File: config.mk
export PLATFORM = sky130hd
export DESIGN_NAME = nfa_epsilon_closure
export DESIGN_NICKNAME = d
export VERILOG_FILES = /design/src/sv/nfa_ec_pkg.sv /design/src/sv/nfa_epsilon_closure.sv /design/src/sv/nfa_ec_edges.sv /design/src/sv/nfa_ec_ctrl.sv
export SDC_FILE = /design/constraint.sdc
export NUM_CORES = 2
export LEC_CHECK = 0
export ABC_AREA = 1
export BUFFER_PORTS_ARGS = -buffer_cell sky130_fd_sc_hd__buf_4
export CAP_MARGIN = 20
export CORE_MARGIN = 5
export CORE_UTILIZATION = 45
export DETAILED_ROUTE_END_ITERATION = 6
export RECOVER_POWER = 100
export SYNTH_ARGS = -nofsm -noshare
export SYNTH_HDL_FRONTEND = slang
export SYNTH_SLANG_ARGS = --single-unit
File: constraint.sdc
create_clock -name clk_i -period 5.3 [get_ports clk_i]
set_input_delay 0.53 -clock clk_i [delete_from_list [all_inputs] [get_ports clk_i]]
set_output_delay 0.53 -clock clk_i [all_outputs]
set_load 0.02 [all_outputs]
File: src/sv/nfa_ec_pkg.sv
// Package: constants, types and op codes of the lambda closure block
`default_nettype none
package nfa_ec_pkg;

  localparam int NumStates = 32;
  localparam int RowW      = $clog2(NumStates);
  localparam int SetW      = 32;
  localparam int OpW       = 2;

  localparam logic [OpW-1:0] OpClear = 2'd0;
  localparam logic [OpW-1:0] OpAdd   = 2'd1;
  localparam logic [OpW-1:0] OpQuery = 2'd2;

  typedef logic [NumStates-1:0] state_vec_t;

  typedef struct packed {
    logic            clr;
    logic            set;
    logic [RowW-1:0] row;
    logic [RowW-1:0] col;
  } edge_cmd_t;

endpackage
`default_nettype wire

File: src/sv/nfa_epsilon_closure.sv
// Clear and add take effect at the accepting edge. A query walks the closure one
// adjacency row per cycle, a row per state in the closure, then loads the output
// register once it is free. Throughput: one clear/add per cycle while no query is
// walking; the input stalls from an accepted query until its closure is loaded.
// The output register lets the next item enter while a closure waits to be taken.
// Reset (async, active low) clears the edge matrix, reached/frontier sets and valid.
`default_nettype none
module nfa_epsilon_closure
  import nfa_ec_pkg::*;
(
  input  wire logic            clk_i,
  input  wire logic            rst_ni,
  input  wire logic            in_valid_i,
  output logic                 in_stall_o,
  input  wire logic [OpW-1:0]  operation_i,
  input  wire logic [4:0]      source_state_i,
  input  wire logic [7:0]      symbol_i,
  input  wire logic [4:0]      target_state_i,
  input  wire logic [SetW-1:0] start_set_i,
  output logic                 out_valid_o,
  input  wire logic            out_stall_i,
  output logic [SetW-1:0]      closure_set_o
);

  edge_cmd_t  cmd;
  state_vec_t row_sel;
  state_vec_t row;

  nfa_ec_ctrl u_ctrl (
    .clk_i          (clk_i),
    .rst_ni         (rst_ni),
    .in_valid_i     (in_valid_i),
    .in_stall_o     (in_stall_o),
    .operation_i    (operation_i),
    .source_state_i (source_state_i),
    .symbol_i       (symbol_i),
    .target_state_i (target_state_i),
    .start_set_i    (start_set_i),
    .out_valid_o    (out_valid_o),
    .out_stall_i    (out_stall_i),
    .closure_set_o  (closure_set_o),
    .cmd_o          (cmd),
    .row_sel_o      (row_sel),
    .row_i          (row)
  );

  nfa_ec_edges u_edges (
    .clk_i     (clk_i),
    .rst_ni    (rst_ni),
    .cmd_i     (cmd),
    .row_sel_i (row_sel),
    .row_o     (row)
  );

endmodule
`default_nettype wire

File: src/sv/nfa_ec_edges.sv
// Lambda edge adjacency matrix with one-hot row read
`default_nettype none
module nfa_ec_edges
  import nfa_ec_pkg::*;
(
  input  wire logic       clk_i,
  input  wire logic       rst_ni,
  input  wire edge_cmd_t  cmd_i,
  input  wire state_vec_t row_sel_i,
  output state_vec_t      row_o
);

  state_vec_t edges_q [NumStates];

  always_ff @(posedge clk_i or negedge rst_ni) begin
    if (!rst_ni) begin
      for (int i = 0; i < NumStates; i++) edges_q[i] <= '0;
    end else if (cmd_i.clr) begin
      for (int i = 0; i < NumStates; i++) edges_q[i] <= '0;
    end else if (cmd_i.set) begin
      edges_q[cmd_i.row][cmd_i.col] <= 1'b1;
    end
  end

  always_comb begin
    row_o = '0;
    for (int i = 0; i < NumStates; i++) begin
      if (row_sel_i[i]) row_o = row_o | edges_q[i];
    end
  end

endmodule
`default_nettype wire

File: src/sv/nfa_ec_ctrl.sv
// Sequencer: frontier walk, reached set and output register
`default_nettype none
module nfa_ec_ctrl
  import nfa_ec_pkg::*;
(
  input  wire logic             clk_i,
  input  wire logic             rst_ni,
  input  wire logic             in_valid_i,
  output logic                  in_stall_o,
  input  wire logic [OpW-1:0]   operation_i,
  input  wire logic [4:0]       source_state_i,
  input  wire logic [7:0]       symbol_i,
  input  wire logic [4:0]       target_state_i,
  input  wire logic [SetW-1:0]  start_set_i,
  output logic                  out_valid_o,
  input  wire logic             out_stall_i,
  output logic [SetW-1:0]       closure_set_o,
  output edge_cmd_t             cmd_o,
  output state_vec_t            row_sel_o,
  input  wire state_vec_t       row_i
);

  localparam logic StIdle = 1'b0;
  localparam logic StWalk = 1'b1;

  logic       state_q, state_d;
  state_vec_t reached_q, reached_d;
  state_vec_t frontier_q, frontier_d;
  logic       out_valid_q, out_valid_d;
  logic [SetW-1:0] closure_q, closure_d;

  logic       accept;
  state_vec_t low_bit;
  state_vec_t fresh;
  logic       deliver;

  assign accept    = in_valid_i && !in_stall_o;
  assign in_stall_o = (state_q == StWalk);
  assign low_bit   = frontier_q & (~frontier_q + state_vec_t'(1));
  assign row_sel_o = (state_q == StWalk) ? low_bit : '0;
  assign fresh     = row_i & ~reached_q;
  assign deliver   = !out_valid_q || !out_stall_i;

  always_comb begin
    cmd_o     = '0;
    cmd_o.row = source_state_i[RowW-1:0];
    cmd_o.col = target_state_i[RowW-1:0];
    if (accept && state_q == StIdle) begin
      case (operation_i)
        OpClear: cmd_o.clr = 1'b1;
        OpAdd:   cmd_o.set = (symbol_i == 8'd0) && (int'(source_state_i) < NumStates)
                             && (int'(target_state_i) < NumStates);
        default: ;
      endcase
    end
  end

  always_comb begin
    state_d     = state_q;
    reached_d   = reached_q;
    frontier_d  = frontier_q;
    out_valid_d = out_valid_q && out_stall_i;
    closure_d   = closure_q;
    case (state_q)
      StIdle: begin
        if (accept && operation_i == OpQuery) begin
          reached_d  = state_vec_t'(start_set_i);
          frontier_d = state_vec_t'(start_set_i);
          state_d    = StWalk;
        end
      end
      StWalk: begin
        if (frontier_q != '0) begin
          reached_d  = reached_q | fresh;
          frontier_d = (frontier_q & ~low_bit) | fresh;
        end else if (deliver) begin
          out_valid_d = 1'b1;
          closure_d   = SetW'(reached_q);
          state_d     = StIdle;
        end
      end
      default: state_d = StIdle;
    endcase
  end

  always_ff @(posedge clk_i or negedge rst_ni) begin
    if (!rst_ni) begin
      state_q     <= StIdle;
      out_valid_q <= 1'b0;
      reached_q   <= '0;
      frontier_q  <= '0;
    end else begin
      state_q     <= state_d;
      out_valid_q <= out_valid_d;
      reached_q   <= reached_d;
      frontier_q  <= frontier_d;
    end
  end

  always_ff @(posedge clk_i) begin
    closure_q <= closure_d;
  end

  assign out_valid_o   = out_valid_q;
  assign closure_set_o = closure_q;

endmodule
`default_nettype wire

==> reports/metrics.yaml <==
worst_slack_ns: 0.912
required_ns: 5.84
max_stage_delay_ns: 1.20
max_slew_margin_pct: -73.0
startpoint_type: "flip-flop"
final_cell_mix: "nor2_1 (1393), a21oi_1 (1110), dfrtp_1 (1089), nand2_1 (924), nand3_1 (531)"
timing.rr.start: "u_ctrl.in_stall_o$_DFF_PN0_"
drt_iter0_markers: 5826
tritoncts: "done"
crit_path_end_kind: "flip-flop"
grt_max_degree: 243
vias: 46059
tns_ns: 0
r2r_setup_slack_ns: 0.91
peakVddDrop_mv: 0.274
max-cap-violations: 5
gp_congestion: 0.901
wl_um: 186000
postLayoutCoreUtil_pct: 50.4
drc: 0
timing.hold.ws_ns: 0.0627
drt_pass1_iterations: 6
dp_worst_setup_slack_ns: 1.59
yosys.area.top_type_share_pct: 52.7
hold_start: "out_stall_i"
grtUsageTotal_pct: 29.8
synthToLayoutAreaGrowth_pct: 11.3
avgSynthCellArea_sq_um: 7.95
grt_pass1_vias: 43441
fmax_ghz: 0.228
violations: "capacitance limit, slew limit"
met3WireLength_um: 16500
clkSinkCount: 1122
skew_ns: 0.0226
syn_area_sq_um: 51800
synth.distinct_cells: 36
cts-root-buf: "clkbuf_16"
ant_nets: 0
power_density_nw_per_um2: 393
path_clk_slew_ns: 0.06
yosys.area_share.simple_pct: 26.0
grt_overflow: 0
post-cts-setup-buffers: 0
yosys_register_bits: 1122
wl_per_cell_um: 23.3
highest_layer: "met4"
cp_num_buf_inv: 3
synthMuxAreaShare_pct: 0
synth_xor_area_share_pct: 0
cts_made_buffers: 117
holdPathEnd: "u_ctrl.out_valid_o$_DFF_PN0_"
cts_resized: 0
start_util_pct: 45.3
htreeDepth: 3
ios: 90
p_leak_nw: 28.6
synth_edf_count: 32
seq_area_frac_synth_pct: 54.5
die_w_um: 349
rr_endpoint: "u_edges.edges_q[691]$_DFFE_PN0P_"
fp.coreArea_sq_um: 114000
holdPathStages: 3
crit_slowest_cell: "clkbuf_2"
crit_chain: "inv_4 > nand2_1 > nor3_1 > buf_12 > clkbuf_2 > nor2_1"
synth_fa_ha_area_share_pct: 0
wl_met2_um: 83000
drv_slew: 164
crit_type: "reg2reg"
rsz0062_at_grt: "false"
final_nets: 6431
multi_input_area_sq_um: 19800
rows: 124
final_hold_viol_count: 0
hold_class: "in2reg"
grt_pass1_wl_um: 278000
seqCellArea_sq_um: 28200
critPathArrivalTime_ns: 4.93
synthTopCellsByArea: "dfrtp_1 (53%), a21oi_1 (11%), nor2_1 (10%)"
status: "complete, but fails checks"
fin_crit_sh_pct: 82.8
ys_async_sr_fraction_pct: 97.1
yosysWarnings: 0
finalSetupViolCount: 0
vias_per_cell: 5.76
period_needed_ns: 4.39
die_area_sq_um: 122000
cts_hold_buf: 1
clock_path_buffers: 3
path_delay_family: "buffers and inverters"
postSynthCellCount: 6513
drive_gt1_share_pct: 7.30
numPortBuffers: 89
tightestPinTransition_ns: 2.60
synth_largest_area_cell: "dfrtp_1"
synth.net_count: 6569
mostFrequentLayoutCell: "nor2_1"
clk_latency_ns: 0.73
synth_compound_area_share_pct: 11.8
reg2reg_depth: 6
cp_max_fo: 197
synth_ff_type: "dfrtp_1"
synth_top_family_by_area: "simple AND/OR/NAND/NOR gates"
wl_met1_um: 76300
dpl.hpwl_um: 108000
fillers: 11048
die_h_um: 349
antenna_found_initial: 4
==> worst max-delay path by stage <==
stage                                      startpoint                           endpoint  slack (ns)  depth (start not counted)
final                     u_ctrl.in_stall_o$_DFF_PN0_   u_edges.edges_q[691]$_DFFE_PN0P_        0.91                          6
after global routing                           rst_ni   u_edges.edges_q[439]$_DFFE_PN0P_        0.64                          3
after floorplan           u_ctrl.in_stall_o$_DFF_PN0_  u_ctrl.closure_set_o[0]$_DFFE_PP_        1.47                          7
after CTS                 u_ctrl.in_stall_o$_DFF_PN0_   u_edges.edges_q[982]$_DFFE_PN0P_        1.60                          6
after global placement    u_ctrl.in_stall_o$_DFF_PN0_   u_edges.edges_q[996]$_DFFE_PN0P_        1.65                          6
after detailed placement  u_ctrl.in_stall_o$_DFF_PN0_   u_edges.edges_q[982]$_DFFE_PN0P_        1.59                          6
==> sequential cells by signal, summed over array words and instances, names as in the netlist <==
signal                cells
u_edges.edges_q        1024
u_ctrl.closure_set_o     32
u_ctrl.frontier_q        32
u_ctrl.reached_q         32
u_ctrl.in_stall_o         1
u_ctrl.out_valid_o        1
==> layout make-up <==
type,count,share of cell area [%]
multi-input cells,4392,34.3
well taps,1512,3.28
inverters,491,3.20
repair buffers,251,3.20
clock buffers,183,6.17
clock inverters,38,0.911
flip-flops and latches,1122,49.0
diodes,2,0.00868
==> through the flow <==
step	instances	cell area, sq um	total power, mW
3_3_place_gp	7766	53900	13.9
4_1_cts	7989	58000	22.7
2_1_floorplan	6513	51800	12.2
3_5_place_dp	7767	53900	14.0
5_1_grt	7989	57700	23.5
6_report	7991	57700	22.7
==> worst min-delay path: stages <==
cell and delay [ns]:
buf_4 0.09, nand2_1 0.05, nand2_1 0.07
==> synth_stat cells, types with 2 or more instances <==
cell type  instances
buf_4              2
nor3_1            47
buf_1             27
buf_2            175
nor2_1          1424
nor2_2             8
o21a_1            13
buf_6              3
a31oi_1            7
o21ai_0           34
nand3_1          531
nor3_2             6
clkbuf_1         301
o22ai_1           32
and2_1             2
nand2_2            8
nor2_4             7
dfrtp_1         1090
nand2_1          925
edfxtp_1          32
a21oi_1         1111
nand4_1          228
inv_1            487
==> routing by layer <==
| metal | up-vias | GRT usage (%) |
|---|---|---|
| li1 | 20856 | - |
| met1 | 22611 | 41.4 |
| met2 | 2163 | 45.4 |
| met3 | 429 | 5.56 |
| met4 | 0 | 14.5 |
| met5 | - | 0 |
==> report_power, final <==
| part | switching, mW | internal (mW) |
|---|---|---|
| sequential | 0.533 | 9.43 |
| clock | 3.58 | 5.18 |
| combinational | 3.09 | 0.872 |
| total | 7.20 | 15.5 |
==> cell families (layout without fill, tap and decap cells) <==
group / count (synthesis) / count (layout)
buffers and inverters: 999 / 963
flip-flops: 1122 / 1122
AND/OR/NAND/NOR: 3192 / 3192
other: 0 / 2
AO/OA/AOI/OAI: 1200 / 1200
No activity file was read; power rests on OpenSTA's default activity.
